File: src/hdl/udkc_pkg.sv
// ----------------------------------------------------------------------------
// udkc_pkg
// Shared constants, configuration type and segment decode for the up/down
// key counter with seven-segment scan.
// ----------------------------------------------------------------------------
package udkc_pkg;

    localparam int DIGIT_COUNT = 8;
    localparam int ScanW       = 3;
    localparam int CountW      = 7;
    localparam int TimerW      = 12;
    localparam int CfgIdxW     = 3;
    localparam int CfgDataW    = 12;

    localparam logic [CountW-1:0] MaxCount = 7'd99;

    localparam logic [CfgIdxW-1:0] CfgDebounce  = 3'd0;
    localparam logic [CfgIdxW-1:0] CfgLongPress = 3'd1;
    localparam logic [CfgIdxW-1:0] CfgRepeat    = 3'd2;
    localparam logic [CfgIdxW-1:0] CfgLimit     = 3'd3;

    typedef struct packed {
        logic [7:0]        debounce_ticks;
        logic [TimerW-1:0] long_press_ticks;
        logic [7:0]        repeat_ticks;
        logic [CountW-1:0] count_limit;
    } t_cfg;

    function automatic logic [7:0] seg_decode(input logic [3:0] nib);
        logic [7:0] seg;
        case (nib)
            4'h0: seg = 8'h3f;
            4'h1: seg = 8'h06;
            4'h2: seg = 8'h5b;
            4'h3: seg = 8'h4f;
            4'h4: seg = 8'h66;
            4'h5: seg = 8'h6d;
            4'h6: seg = 8'h7d;
            4'h7: seg = 8'h07;
            4'h8: seg = 8'h7f;
            4'h9: seg = 8'h6f;
            4'ha: seg = 8'h77;
            4'hb: seg = 8'h7c;
            4'hc: seg = 8'h39;
            4'hd: seg = 8'h5e;
            4'he: seg = 8'h79;
            4'hf: seg = 8'h71;
            default: seg = 8'h00;
        endcase
        return seg;
    endfunction

endpackage

File: src/hdl/udkc_key_fsm.sv
// ----------------------------------------------------------------------------
// udkc_key_fsm
// Debounce, long-press and auto-repeat sequencer with the saturating count.
// Gives the count after the current tick's key handling.
// ----------------------------------------------------------------------------
module udkc_key_fsm
    import udkc_pkg::*;
(
    input  logic              i_clk,
    input  logic              i_rst_n,
    input  logic              i_step,
    input  logic              i_up_key_n,
    input  logic              i_down_key_n,
    input  t_cfg              i_cfg,
    output logic [CountW-1:0] o_count_next
);

    typedef enum logic [2:0] {
        PH_IDLE    = 3'd0,
        PH_UP_DEB  = 3'd1,
        PH_UP_HOLD = 3'd2,
        PH_UP_REP  = 3'd3,
        PH_DN_DEB  = 3'd4,
        PH_DN_HOLD = 3'd5,
        PH_DN_REP  = 3'd6
    } t_phase;

    t_phase             r_phase, n_phase;
    logic [TimerW-1:0]  r_timer, n_timer;
    logic [CountW-1:0]  r_counter, n_counter;

    logic              up_pressed;
    logic              dn_pressed;
    logic              up_dir;
    logic              pressed;
    logic              do_step;
    logic [TimerW-1:0] timer_inc;
    logic [CountW-1:0] lim;

    assign up_pressed = ~i_up_key_n;
    assign dn_pressed = ~i_down_key_n;
    assign up_dir     = (r_phase == PH_IDLE) || (r_phase == PH_UP_DEB) ||
                        (r_phase == PH_UP_HOLD) || (r_phase == PH_UP_REP);
    assign pressed    = up_dir ? up_pressed : dn_pressed;
    assign timer_inc  = (r_timer == {TimerW{1'b1}}) ? r_timer : r_timer + 1'b1;
    assign lim        = (i_cfg.count_limit > MaxCount) ? MaxCount : i_cfg.count_limit;

    always_comb begin
        n_phase = r_phase;
        n_timer = r_timer;
        do_step = 1'b0;
        case (r_phase)
            PH_IDLE: begin
                if (up_pressed) begin
                    n_phase = PH_UP_DEB;
                    n_timer = '0;
                end else if (dn_pressed) begin
                    n_phase = PH_DN_DEB;
                    n_timer = '0;
                end
            end
            PH_UP_DEB, PH_DN_DEB: begin
                n_timer = timer_inc;
                if (timer_inc >= {4'd0, i_cfg.debounce_ticks}) begin
                    n_phase = !pressed ? PH_IDLE : (up_dir ? PH_UP_HOLD : PH_DN_HOLD);
                    n_timer = '0;
                end
            end
            PH_UP_HOLD, PH_DN_HOLD: begin
                if (!pressed) begin
                    do_step = 1'b1;
                    n_phase = PH_IDLE;
                    n_timer = '0;
                end else begin
                    n_timer = timer_inc;
                    if (timer_inc >= i_cfg.long_press_ticks) begin
                        do_step = 1'b1;
                        n_phase = up_dir ? PH_UP_REP : PH_DN_REP;
                        n_timer = '0;
                    end
                end
            end
            PH_UP_REP, PH_DN_REP: begin
                if (!pressed) begin
                    do_step = 1'b1;
                    n_phase = PH_IDLE;
                    n_timer = '0;
                end else begin
                    n_timer = timer_inc;
                    if (timer_inc >= {4'd0, i_cfg.repeat_ticks}) begin
                        do_step = 1'b1;
                        n_timer = '0;
                    end
                end
            end
            default: begin
                n_phase = PH_IDLE;
                n_timer = '0;
            end
        endcase
    end

    always_comb begin
        n_counter = r_counter;
        if (do_step) begin
            if (up_dir) begin
                if (r_counter < lim) n_counter = r_counter + 1'b1;
            end else begin
                if (r_counter != '0) n_counter = r_counter - 1'b1;
            end
        end
    end

    assign o_count_next = n_counter;

    always_ff @(posedge i_clk) begin
        if (!i_rst_n) begin
            r_phase   <= PH_IDLE;
            r_timer   <= '0;
            r_counter <= '0;
        end else if (i_step) begin
            r_phase   <= n_phase;
            r_timer   <= n_timer;
            r_counter <= n_counter;
        end
    end

    a_count_max: assert property (@(posedge i_clk) disable iff (!i_rst_n)
        r_counter <= MaxCount)
        else $error("count above maximum");

    a_count_hold: assert property (@(posedge i_clk) disable iff (!i_rst_n)
        !i_step |=> $stable(r_counter))
        else $error("count moved without a beat");

    a_idle_timer: assert property (@(posedge i_clk) disable iff (!i_rst_n)
        (r_phase == PH_IDLE) |-> (r_timer == '0))
        else $error("timer running while idle");

endmodule

File: src/hdl/updown_key_counter_segment_scan_unit.sv
// ----------------------------------------------------------------------------
// updown_key_counter_segment_scan_unit
// Up/down key counter with debounce, auto-repeat and a seven-segment scan.
// ----------------------------------------------------------------------------
// Each input beat is one scan tick carrying the two active-low key levels.
// A beat can be accepted every clock cycle while the output register is free
// or being taken; its result (digit select, segment code and count) appears
// in the output register on the next cycle and stays until taken, while the
// next beat is accepted in the same cycle the result is taken. The output
// register is the only stage, so throughput is one tick per cycle while the
// receiver keeps taking results. Configuration registers are written through
// the cfg channel, always ready; write them only while no tick is in flight.
// ----------------------------------------------------------------------------
module updown_key_counter_segment_scan_unit
    import udkc_pkg::*;
(
    input  logic                i_clk,
    input  logic                i_rst_n,
    input  logic                i_in_valid,
    output logic                o_in_ready,
    input  logic                i_up_key_n,
    input  logic                i_down_key_n,
    output logic                o_out_valid,
    input  logic                i_out_ready,
    output logic [7:0]          o_digit_select_n,
    output logic [7:0]          o_segment_code,
    output logic [CountW-1:0]   o_count_value,
    input  logic                i_cfg_valid,
    output logic                o_cfg_ready,
    input  logic [CfgIdxW-1:0]  i_cfg_index,
    input  logic [CfgDataW-1:0] i_cfg_data
);

    t_cfg              r_cfg;
    logic [ScanW-1:0]  r_scan, n_scan;
    logic              r_out_valid;
    logic [7:0]        r_sel, r_seg;
    logic [CountW-1:0] r_cnt;

    logic              accept;
    logic [CountW-1:0] count_next;
    logic [14:0]       tens_prod;
    logic [3:0]        tens;
    logic [3:0]        ones;
    logic [7:0]        n_seg;
    logic [7:0]        n_sel;

    assign o_cfg_ready = 1'b1;
    assign o_in_ready  = !r_out_valid || i_out_ready;
    assign accept      = i_in_valid && o_in_ready;

    udkc_key_fsm u_key (
        .i_clk        (i_clk),
        .i_rst_n      (i_rst_n),
        .i_step       (accept),
        .i_up_key_n   (i_up_key_n),
        .i_down_key_n (i_down_key_n),
        .i_cfg        (r_cfg),
        .o_count_next (count_next)
    );

    // divide by ten: multiply by 205, shift by 11
    assign tens_prod = {8'd0, count_next} * 15'd205;
    assign tens      = tens_prod[14:11];
    assign ones      = 4'(count_next - CountW'({tens, 3'd0} + {tens, 1'b0}));

    always_comb begin
        case (r_scan)
            3'd0:    n_seg = seg_decode(tens);
            3'd1:    n_seg = seg_decode(ones);
            default: n_seg = 8'h00;
        endcase
    end

    assign n_sel  = ~(8'd1 << r_scan);
    assign n_scan = (r_scan == ScanW'(DIGIT_COUNT - 1)) ? '0 : r_scan + 1'b1;

    always_ff @(posedge i_clk) begin
        if (!i_rst_n) begin
            r_cfg.debounce_ticks   <= 8'd5;
            r_cfg.long_press_ticks <= 12'd1000;
            r_cfg.repeat_ticks     <= 8'd25;
            r_cfg.count_limit      <= 7'd99;
        end else if (i_cfg_valid) begin
            case (i_cfg_index)
                CfgDebounce:  r_cfg.debounce_ticks   <= i_cfg_data[7:0];
                CfgLongPress: r_cfg.long_press_ticks <= i_cfg_data;
                CfgRepeat:    r_cfg.repeat_ticks     <= i_cfg_data[7:0];
                CfgLimit:     r_cfg.count_limit      <= i_cfg_data[CountW-1:0];
                default: ;
            endcase
        end
    end

    always_ff @(posedge i_clk) begin
        if (!i_rst_n) begin
            r_scan      <= '0;
            r_out_valid <= 1'b0;
        end else begin
            if (accept) begin
                r_scan      <= n_scan;
                r_out_valid <= 1'b1;
            end else if (i_out_ready) begin
                r_out_valid <= 1'b0;
            end
        end
    end

    always_ff @(posedge i_clk) begin
        if (accept) begin
            r_sel <= n_sel;
            r_seg <= n_seg;
            r_cnt <= count_next;
        end
    end

    assign o_out_valid      = r_out_valid;
    assign o_digit_select_n = r_sel;
    assign o_segment_code   = r_seg;
    assign o_count_value    = r_cnt;

    a_scan_range: assert property (@(posedge i_clk) disable iff (!i_rst_n)
        r_scan <= ScanW'(DIGIT_COUNT - 1))
        else $error("scan position out of range");

    a_sel_onecold: assert property (@(posedge i_clk) disable iff (!i_rst_n)
        o_out_valid |-> $onehot(~o_digit_select_n))
        else $error("digit select not one-cold");

    a_blank: assert property (@(posedge i_clk) disable iff (!i_rst_n)
        (o_out_valid && o_digit_select_n[1:0] == 2'b11) |-> (o_segment_code == 8'h00))
        else $error("unused digit not blank");

endmodule

File: config.mk
export PLATFORM = sky130hd
export DESIGN_NAME = updown_key_counter_segment_scan_unit
export DESIGN_NICKNAME = d
export VERILOG_FILES = /design/src/hdl/udkc_pkg.sv /design/src/hdl/udkc_key_fsm.sv /design/src/hdl/updown_key_counter_segment_scan_unit.sv
export SDC_FILE = /design/constraint.sdc
export NUM_CORES = 1
export LEC_CHECK = 0
export BUFFER_PORTS_ARGS = -buffer_cell sky130_fd_sc_hd__buf_2
export CORE_ASPECT_RATIO = 0.9
export CORE_UTILIZATION = 55
export CTS_CLUSTER_SIZE = 16
export DETAILED_ROUTE_END_ITERATION = 16
export PLACE_DENSITY_LB_ADDON = 0.12
export SLEW_MARGIN = 15
export SYNTH_ARGS = -nofsm -noshare
export SYNTH_HDL_FRONTEND = slang
export SYNTH_SLANG_ARGS = --single-unit
File: constraint.sdc
create_clock -name i_clk -period 18.4 [get_ports i_clk]
set_input_delay 3.68 -clock i_clk [delete_from_list [all_inputs] [get_ports i_clk]]
set_output_delay 3.68 -clock i_clk [all_outputs]
set_load 0.02 [all_outputs]
; After elaboration in Yosys (flattened, before gate mapping)
; Memories as Yosys holds them, arrays and structs flattened.
; Index checks and enable logic that the tools add are counted.
[word_totals]
word_cells = 100
n_memories = 2
output_inout_bits = 26
reg_bits = 84
romBits = 224
[op_classes]
add_sub_neg = 6
eq_ne = 16
n_lt_le_gt_ge = 5
n_mux = 34
n_reduce_logical = 20
n_bitwise = 3
n_shift = 1
n_mul = 1
[mem_list]
columns = memory, depth, width, read_ports, rd_clocked_by_memory_dff, write_ports, line_no
row1 = (name not given), 16, 7, 1, 0, 0, udkc_pkg.sv:31  ; case (nib)
row2 = (name not given), 16, 7, 1, 0, 0, udkc_pkg.sv:31
[op_table]
columns = operator, n
row1 = $mux W12, 8
row2 = $pmux W12 S4, 1
row3 = $mux W7, 5
row4 = $mux W3, 10
row5 = $ge A12 B8 Y1, 2
row6 = $pmux W8 S2, 1
row7 = $mul A7 B8 Y15 const B, 1
row8 = $add A12 B1 Y12 const B, 1
row9 = $eq A12 B12 Y1 const B, 1
row10 = $eq A3 B2 Y1 const B, 4
row11 = $eq A3 B3 Y1 const B, 4
row12 = $ge A12 B12 Y1, 1
row13 = $pmux W3 S4, 1
row14 = $reduce_and A2 Y1, 5
row15 = $eq A3 B1 Y1 const B, 3
row16 = $logic_not A3 Y1, 3
row17 = $not A8 Y8, 1
row18 = $shl A1 B3 Y8 const A, 1
row19 = $add A7 B1 Y7 const B, 1
row20 = $gt A7 B7 Y1 const B, 1
row21 = $lt A7 B7 Y1, 1
row22 = $mux W1, 7
row23 = $reduce_bool A7 Y1, 1
row24 = $sub A7 B1 Y7 const B, 1
row25 = other kinds (14), 21

; Depth between registers and ports, before layout
; Gate-level depths: netlist of the first run.
; An unclocked memory read counts as a cell.
[depth]
depth_word = 13
ltp_mapped = 43

; By module
; A second synthesis of the first run with hierarchy kept.
[hier_totals]
cells_unflattened = 751
hier_area_um2 = 6361.1
[modules_own_cells]
columns = module, area_per_inst_um2, instances, cells_per_inst
row1 = updown_key_counter_segment_scan_unit, 3777.4, 1, 401
row2 = udkc_key_fsm, 2583.7, 1, 350

; Least setup slack after synthesis of the first run
; No wires, ideal clock.
[synth_path]
path_type = input -> register
from = input i_down_key_n
to = register r_seg[3] (netlist: o_segment_code[3]), data pin
setup_time_ps = 150
t_arrival_ps = 9792
stages = 26
path_buffers = 2
setup_slack_ps = 8458
path_cell_list = mux2i_1 > o211a_1 > o31ai_1 > o21a_1 > nor2_1 > clkbuf_1 > nor3_1 > a21oi_1 > nor2_1 > a221o_1 > ha_1 > fa_1 > fa_1 > ha_1 > ha_1 > and4_1 > nand2_1 > a2111o_1 > nor2b_1 > xnor2_1 > ha_1 > a21oi_2 > xnor3_1 > buf_6 > mux2_4 > o22ai_2
[synth_via]
elab_chain_len = 10
elab_cells_between_ends = 12
cone_classes = add/sub: 2 / mul: 1 / mux: 6 / bitwise: 1 / memory: 2
[synth_rtl]
columns = item, line_no
row1 = "start, declared", updown_key_counter_segment_scan_unit.sv:22  ; input logic i_down_key_n,
row2 = $not A1 Y1 (*), udkc_key_fsm.sv:41  ; assign dn_pressed = ~i_down_key_n;
row3 = $mux W1 (*), udkc_key_fsm.sv:44  ; assign pressed = up_dir ? up_pressed : dn_pressed;
row4 = "$mux W1, on equally long branches", "udkc_key_fsm.sv:84, udkc_key_fsm.sv:70"
row5 = $pmux W1 S2 (*), udkc_key_fsm.sv:52  ; case (r_phase)
row6 = $mux W7 (*), udkc_key_fsm.sv:105  ; if (do_step) begin
row7 = named net count_next[6], updown_key_counter_segment_scan_unit.sv:41  ; logic [CountW-1:0] count_next;
row8 = $mul A7 B8 Y15 (*), updown_key_counter_segment_scan_unit.sv:63  ; assign tens_prod = {8'd0, count_next} * 15'd205;
row9 = $add A4 B4 Y4, updown_key_counter_segment_scan_unit.sv:65  ; assign ones = 4'(count_next - CountW'({tens, 3'd0} + {tens, 1'b0}));
row10 = $sub A4 B4 Y4, updown_key_counter_segment_scan_unit.sv:65
row11 = $mem_v2 Z16 W7, --
row12 = $pmux W8 S2 (*), updown_key_counter_segment_scan_unit.sv:68  ; case (r_scan)
row13 = named net n_seg[3], updown_key_counter_segment_scan_unit.sv:45  ; logic [7:0] n_seg;
row14 = "end signal, assigned", updown_key_counter_segment_scan_unit.sv:112  ; r_seg <= n_seg;
row15 = "end, declared", updown_key_counter_segment_scan_unit.sv:37  ; logic [7:0] r_sel, r_seg;
; The timed path passes the listed nets; every way through them passes the cells marked *.
; A chain may end at the register's enable or synchronous reset.

; Worst setup path after layout of the first run
; Same ends and word-level chain as after synthesis.

==> results of run 1 <==
==> Yosys cell counts (5+ instances only) <==
library cell	count	share of area
nand2_1	122	0.069
ha_1	91	0.17
inv_1	76	0.043
dfxtp_1	61	0.19
a21boi_0	36	0.041
nor2_1	30	0.017
a21oi_1	28	0.021
nand3_1	26	0.020
o21ai_0	26	0.020
edfxtp_1	22	0.10
clkbuf_1	19	0.011
nor3_1	16	0.012
nand2b_1	12	0.011
o211ai_1	12	0.014
a21o_1	11	0.013
and2_1	11	0.010
nor2b_1	11	0.010
and3_1	8	0.0076
fa_1	8	0.024
mux2i_1	8	0.012
nand4_1	8	0.0076
o22ai_1	8	0.0076
xnor2_1	8	0.011
o21a_1	7	0.0080
o31ai_1	7	0.0080
xor2_1	7	0.0093
nor3b_1	6	0.0068
a211oi_1	5	0.0057
a31oi_1	5	0.0047
or3_1	5	0.0047
==> registers in the layout, indices dropped and copies added, names as in the netlist <==
name / flops
o_count_value: 7
o_digit_select_n: 8
o_out_valid: 1
o_segment_code: 7
r_cfg: 35
r_scan: 3
u_key.r_counter: 7
u_key.r_phase: 3
u_key.r_timer: 12
==> per-layer routing <==
metal / GRT usage / share of wire
met1: 0.3612 / 0.50
met2: 0.4066 / 0.43
met3: 0.06710 / 0.063
met4: 0.06215 / 0.0098
met5: 0 / 0
==> cells in the final DEF (no fill, tap or decap), types with 6 or more instances in the layout <==
master	n
a21boi_0	36
a21o_1	11
a21oi_1	28
and2_1	11
and3_1	8
buf_2	45
clkbuf_16	9
dfxtp_1	61
edfxtp_1	22
fa_1	8
ha_1	91
inv_1	76
mux2i_1	8
nand2_1	122
nand2b_1	12
nand3_1	26
nand4_1	8
nor2_1	30
nor2b_1	11
nor3_1	16
nor3b_1	6
o211ai_1	12
o21a_1	7
o21ai_0	26
o22ai_1	8
o31ai_1	7
xnor2_1	8
xor2_1	7
==> logic make-up (layout without fill, tap and decap cells) <==
kind of cell | Yosys count | after routing | share of synthesized area
AOI/OAI and AO/OA | 190 | 190 | 0.2119
xor gates and xnor gates | 17 | 17 | 0.02677
adders and majority gates | 99 | 99 | 0.1971
other | 2 | 2 | 0.001140
DFF | 83 | 83 | 0.2856
muxes | 9 | 9 | 0.01443
and+or+nand+nor | 270 | 270 | 0.2011
buffers and inverters | 104 | 139 | 0.06208
==> power breakdown <==
group / total [W] / leakage [nW] / internal [W] / switching, W
registers: 0.000202 / 0.695 / 0.000196 / 0.00000599
logic: 0.0000773 / 2.42 / 0.0000294 / 0.0000479
clock network: 0.000199 / 0.156 / 0.000120 / 0.0000793
==> worst max-delay path, stage by stage <==
cell and delay (ns):
buf_2 0.12, mux2i_1 0.39, o211a_1 0.23, o31ai_1 0.11
o21a_1 0.27, nor2_1 0.53, nor3_1 0.11, a21oi_1 0.14
nor2_1 0.05, a221o_1 0.39, ha_1 0.37, fa_1 0.46
fa_1 0.48, ha_1 0.32, ha_1 0.30, and4_1 0.24
nand2_1 0.07, a2111o_1 0.41, nor2b_1 0.15, xnor2_1 0.47
ha_1 0.39, a21oi_2 0.15, xnor3_1 0.61, mux2_4 0.37
o22ai_2 0.13
==> worst max path at each step <==
| stage | end | slack (ns) | depth (start not counted) |
|---|---|---|---|
| 6_report | o_segment_code[3] | 7.60 | 25 |
| 2_1_floorplan | o_segment_code[3] | 8.46 | 26 |
| 3_5_place_dp | o_segment_code[3] | 7.43 | 25 |
| 5_1_grt | o_segment_code[3] | 7.21 | 25 |
| 3_3_place_gp | o_segment_code[3] | 7.74 | 25 |
| 4_1_cts | o_segment_code[3] | 7.69 | 25 |
==> final cells by class <==
| cell class | instances | area (um^2) | area share |
|---|---|---|---|
| multi-input combinational | 587 | 4299 | 0.5949 |
| sequential | 83 | 1882 | 0.2604 |
| inverter | 76 | 285.3 | 0.03947 |
| timing repair buffer | 47 | 240.2 | 0.03324 |
| clock buffer | 9 | 225.2 | 0.03116 |
| tap | 156 | 195.2 | 0.02701 |
| clock inverter | 7 | 100.1 | 0.01385 |
==> stage by stage <==
step / instances / hold slack, ns / setup WS, ns / total power [W] / instance area (um^2)
2_1_floorplan: 774 / 0.4316 / 8.458 / 0.0002605 / 6590
3_3_place_gp: 949 / 0.4535 / 7.738 / 0.0002787 / 6902
3_5_place_dp: 949 / 0.4605 / 7.425 / 0.0002819 / 6902
4_1_cts: 965 / 0.4691 / 7.691 / 0.0004811 / 7227
5_1_grt: 965 / 0.4889 / 7.214 / 0.0004990 / 7227
6_report: 965 / 0.4651 / 7.599 / 0.0004785 / 7227
==> impl_metrics.env, run 1 <==
export IMPL_outcome="completed"
export IMPL_grt_first_pass_wirelength_um=26030
export IMPL_end_kind="flop"
export IMPL_drt_iter0_drc=457
export IMPL_die_h_um=105.8
export IMPL_min_path_cells=2
export IMPL_cp_startpoint="i_down_key_n"
export IMPL_dpl_hpwl_um=11770
export IMPL_grt_max_degree=62
export IMPL_drive_gt1_frac=0.1001
export IMPL_rsz0062_at_grt="no"
export IMPL_ys_seq_elements=83
export IMPL_fp_row_count=37
export IMPL_ios=48
export IMPL_ant_nets=0
export IMPL_fin_worst_skew_ns=0.006931
export IMPL_ctsHoldBuffers=0
export IMPL_dr_pass1_iters=5
export IMPL_slew_headroom=0.3236
export IMPL_port_buffers=45
export IMPL_initial_utilization=0.5694
export IMPL_power_density_nw_per_um2=66.20
export IMPL_synth_cells=774
export IMPL_async_flop_share=0
export IMPL_fin_nets=925
export IMPL_utilization=0.6244
export IMPL_h_tree_depth=3
export IMPL_syn_area_per_cell_um2=8.514
export IMPL_core_region_area_um2=11570
export IMPL_cts_buffer_depth=2
export IMPL_path_max_fanout=12
export IMPL_num_vias=5674
export IMPL_period_share=0.5870
export IMPL_r2r_slack_ns=8.16
export IMPL_yosysWarningCount=0
export IMPL_synth_ff_type="dfxtp_1"
export IMPL_worst_setup_path_start_kind="primary input"
export IMPL_synth_edf_count=22
export IMPL_slew_viol_final=0
export IMPL_cts_root_buf="clkbuf_16"
export IMPL_globalRouteOverflowTotal=0
export IMPL_drc_errors=0
export IMPL_min_path_type="flop to flop"
export IMPL_avgRoutedWirePerCell_um=15.91
export IMPL_synth_nets=895
export IMPL_hold_viol_final=0
export IMPL_r2r_end="o_segment_code[3]"
export IMPL_diodes=0
export IMPL_cts_setup_buffers=0
export IMPL_setup_viol=0
export IMPL_wl_um=15350
export IMPL_p_leak_nw=3.271
export IMPL_finalCriticalPeriod_ns=10.80
export IMPL_yosysSeqAreaShare=0.2856
export IMPL_final_setup_tns_ns=0
export IMPL_reg2reg_from="u_key.r_timer[0]"
export IMPL_synth_area_um2=6590
export IMPL_post_cts_resized=0
export IMPL_max_cap_violations=0
export IMPL_fmax_mhz=92.58
export IMPL_cts_buffers=9
export IMPL_cts_sinks=83
export IMPL_clkSlewWorstSetupHoldPaths_ns=0.06
export IMPL_viasPerCell=5.880
export IMPL_vdd_ir_drop_worst_uv=50.62
export IMPL_worst_slew_pin_slew_ns=1.007
export IMPL_hp_start="r_cfg[30]"
export IMPL_grt_pass1_vias=5344
export IMPL_die_area_um2=12420
export IMPL_insertion_delay_ns=0.35
export IMPL_routabilityCongestion=0.9284
export IMPL_cts_tree="yes"
export IMPL_crit_type="primary input to flop"
export IMPL_antenna_found_initial=0
export IMPL_track_usage=0.2615
export IMPL_arrival_ns=11.00
export IMPL_ys_types=77
export IMPL_min_to="r_cfg[30]"
export IMPL_reg2reg_depth=31
export IMPL_worstPathRequired_ns=18.60
export IMPL_die_w_um=117.4
export IMPL_n_fill_cell=1018
export IMPL_synthToLayoutAreaGrowth_pct=9.664
(Power assumes the default switching activity.)
==> run 2: changes to the inputs <==
==> constraint.sdc (replaced) <==
create_clock -name i_clk -period 11.35 [get_ports i_clk]
set_input_delay 2.27 -clock i_clk [delete_from_list [all_inputs] [get_ports i_clk]]
set_output_delay 2.27 -clock i_clk [all_outputs]
set_load 0.02 [all_outputs]
==> run 2 against run 1 <==
Via count down 1.5%. Clock power rose by 36%. Count of clock-buffer cells in the layout increased by 2. Critical path depth is 8 higher. Routed wire length is 1.6% lower. Global-route usage rose by 0.090 points. Sequential cell count unchanged. Total power increased by 51%. Clock skew barely moved. Critical path type is now flop to flop.
==> impl_metrics.env, run 2 (synthesis gave the netlist of run 1 again) <==
export IMPL_grt_max_degree=62
export IMPL_preCtsSetupSlack_ns=1.545
export IMPL_initial_utilization=0.5694
export IMPL_power_switching_w=0.0002084
export IMPL_setup_viol=0
export IMPL_avgRoutedWirePerCell_um=15.67
export IMPL_globalRouteOverflowTotal=0
export IMPL_core_region_area_um2=11570
export IMPL_die_h_um=105.8
export IMPL_drc_errors=0
export IMPL_grt_first_pass_wirelength_um=25810
export IMPL_insertion_delay_ns=0.35
export IMPL_rsz0062_at_grt="no"
export IMPL_fin_nets=925
export IMPL_dpl_hpwl_um=11680
export IMPL_utilization=0.6188
export IMPL_final_cell_area_um2=7162
export IMPL_largest_register_ffs=35
export IMPL_ios=48
export IMPL_vdd_ir_drop_worst_uv=73.08
export IMPL_crit_type="flop to flop"
export IMPL_die_area_um2=12420
export IMPL_r2r_slack_ns=1.40
export IMPL_p_leak_nw=3.241
export IMPL_slowest_delay_ns=0.62
export IMPL_cts_root_buf="clkbuf_16"
export IMPL_slew_viol_final=0
export IMPL_port_buffers=45
export IMPL_final_cells=964
export IMPL_hold_viol_final=0
export IMPL_most_common_layout_cells="nand2_1, ha_1, inv_1, dfxtp_1, buf_2"
export IMPL_synthToLayoutAreaGrowth_pct=8.677
export IMPL_cts_buffers=9
export IMPL_r2r_end="o_segment_code[3]"
export IMPL_clkSlewWorstSetupHoldPaths_ns=0.06
export IMPL_fmax_mhz=100.5
export IMPL_post_place_cells=949
export IMPL_finalCriticalPeriod_ns=9.948
export IMPL_worst_slew_pin_slew_ns=1.025
export IMPL_max_cap_violations=0
export IMPL_cts_setup_buffers=0
export IMPL_cts_buffer_depth=2
export IMPL_cts_sinks=83
export IMPL_track_usage=0.2624
export IMPL_h_tree_depth=3
export IMPL_combinationalPowerShare=0.171
export IMPL_ctsHoldBuffers=0
export IMPL_wl_um=15110
export IMPL_cts_tree="yes"
export IMPL_p_sw_frac=0.2891
export IMPL_slew_headroom=0.3114
export IMPL_cp_common_cell="ha_1"
export IMPL_drt_iter0_drc=616
export IMPL_num_vias=5589
export IMPL_worst_setup_path_start_kind="flop"
export IMPL_post_cts_resized=0
export IMPL_reg2reg_from="u_key.r_timer[0]"
export IMPL_seq_area_um2=1882
export IMPL_cp_startpoint="u_key.r_timer[0]"
export IMPL_routabilityCongestion=0.9191
export IMPL_power_density_nw_per_um2=100.6
export IMPL_path_buf_inv=2
export IMPL_layout_commonest_cell="nand2_1"
export IMPL_final_setup_tns_ns=0
export IMPL_worstPathRequired_ns=11.55
export IMPL_die_w_um=117.4
export IMPL_path_max_fanout=14
export IMPL_fin_worst_skew_ns=0.007428
export IMPL_viasPerCell=5.798
export IMPL_outcome="completed"
export IMPL_drive_gt1_frac=0.09777
export IMPL_regMostFlops="r_cfg"
export IMPL_hp_start="r_cfg[13]"
export IMPL_fp_row_count=37
export IMPL_antenna_found_initial=0
export IMPL_cpMaxStageDelayCell="xnor3_1"
export IMPL_min_path_type="flop to flop"
export IMPL_place_area_um2=6902
export IMPL_multiInputGateArea_um2=4299
export IMPL_crit_end="o_segment_code[3]"
export IMPL_end_kind="flop"
export IMPL_arrival_ns=10.15
export IMPL_diodes=0
export IMPL_period_share=0.8765
export IMPL_fin_ws_ns=1.402
export IMPL_path_depth=33
export IMPL_p_clk_frac=0.375
export IMPL_grt_pass1_vias=5246
export IMPL_dr_pass1_iters=5
export IMPL_power_frac_seq=0.454
export IMPL_cp_top_family="adder cells"
export IMPL_reg2reg_depth=33
export IMPL_n_fill_cell=1046
export IMPL_p_int_w=0.0005123
export IMPL_ant_nets=0
==> run 2: changes by cell type in the layout (fill, tap and decap cells not counted), sizes merged <==
cell	previous run	this run
clkinv	2	1
clkbuf	9	11
bufinv	2	0
==> run 2: cell type report <==
class | count | share of cell area
Multi-Input combinational cell | 587 | 0.6003
Sequential cell | 83 | 0.2628
Inverter | 76 | 0.03983
Timing Repair Buffer | 47 | 0.03354
Clock buffer | 11 | 0.03249
Tap cell | 156 | 0.02725
Clock inverter | 4 | 0.003843
==> run 2: worst register-to-register path: cells and delay by family (launching register included) <==
kind                     cells  cell delay [ns]
adder cells (fa/ha/maj)      8             2.88
buffers and inverters        2             0.10
AO/OA/AOI/OAI                9             2.34
multiplexers                 1             0.38
flip-flops                   1             0.44
XOR/XNOR                     3             1.47
AND/OR/NAND/NOR             10             2.19
==> run 2: worst min-delay path by stage <==
stage,endpoint,slack (ns),cells after the start
floorplan,r_cfg[0],0.43,2
global placement,r_cfg[28],0.45,2
detailed placement,r_cfg[13],0.46,2
CTS,r_cfg[13],0.47,2
global route,r_cfg[14],0.49,2
finish,r_cfg[13],0.47,2
==> run 2: through the flow <==
step                      hold WS (ns)  power (W)
after floorplan                 0.4316  0.0004222
after CTS                       0.4733  0.0007272
after detailed placement        0.4640  0.0004555
after global placement          0.4541  0.0004523
after global routing            0.4940  0.0007562
final                           0.4726  0.0007207
==> run 2: layer usage <==
metal	vias to the layer above	routed length, um	track usage
met5	-	0	0
met4	0	226	0.09369
met3	19	1179	0.07143
met2	195	6173	0.3787
met1	2574	7527	0.3716
li1	2801	-	-
==> run 2: power by group through the flow <==
stage                     logic (W)  clock network (W)  registers, W
after floorplan           0.0000855                  0      0.000337
after global placement     0.000119                  0      0.000333
after detailed placement   0.000122                  0      0.000333
after CTS                  0.000123           0.000278      0.000327
after global routing       0.000139           0.000288      0.000329
final                      0.000123           0.000270      0.000327
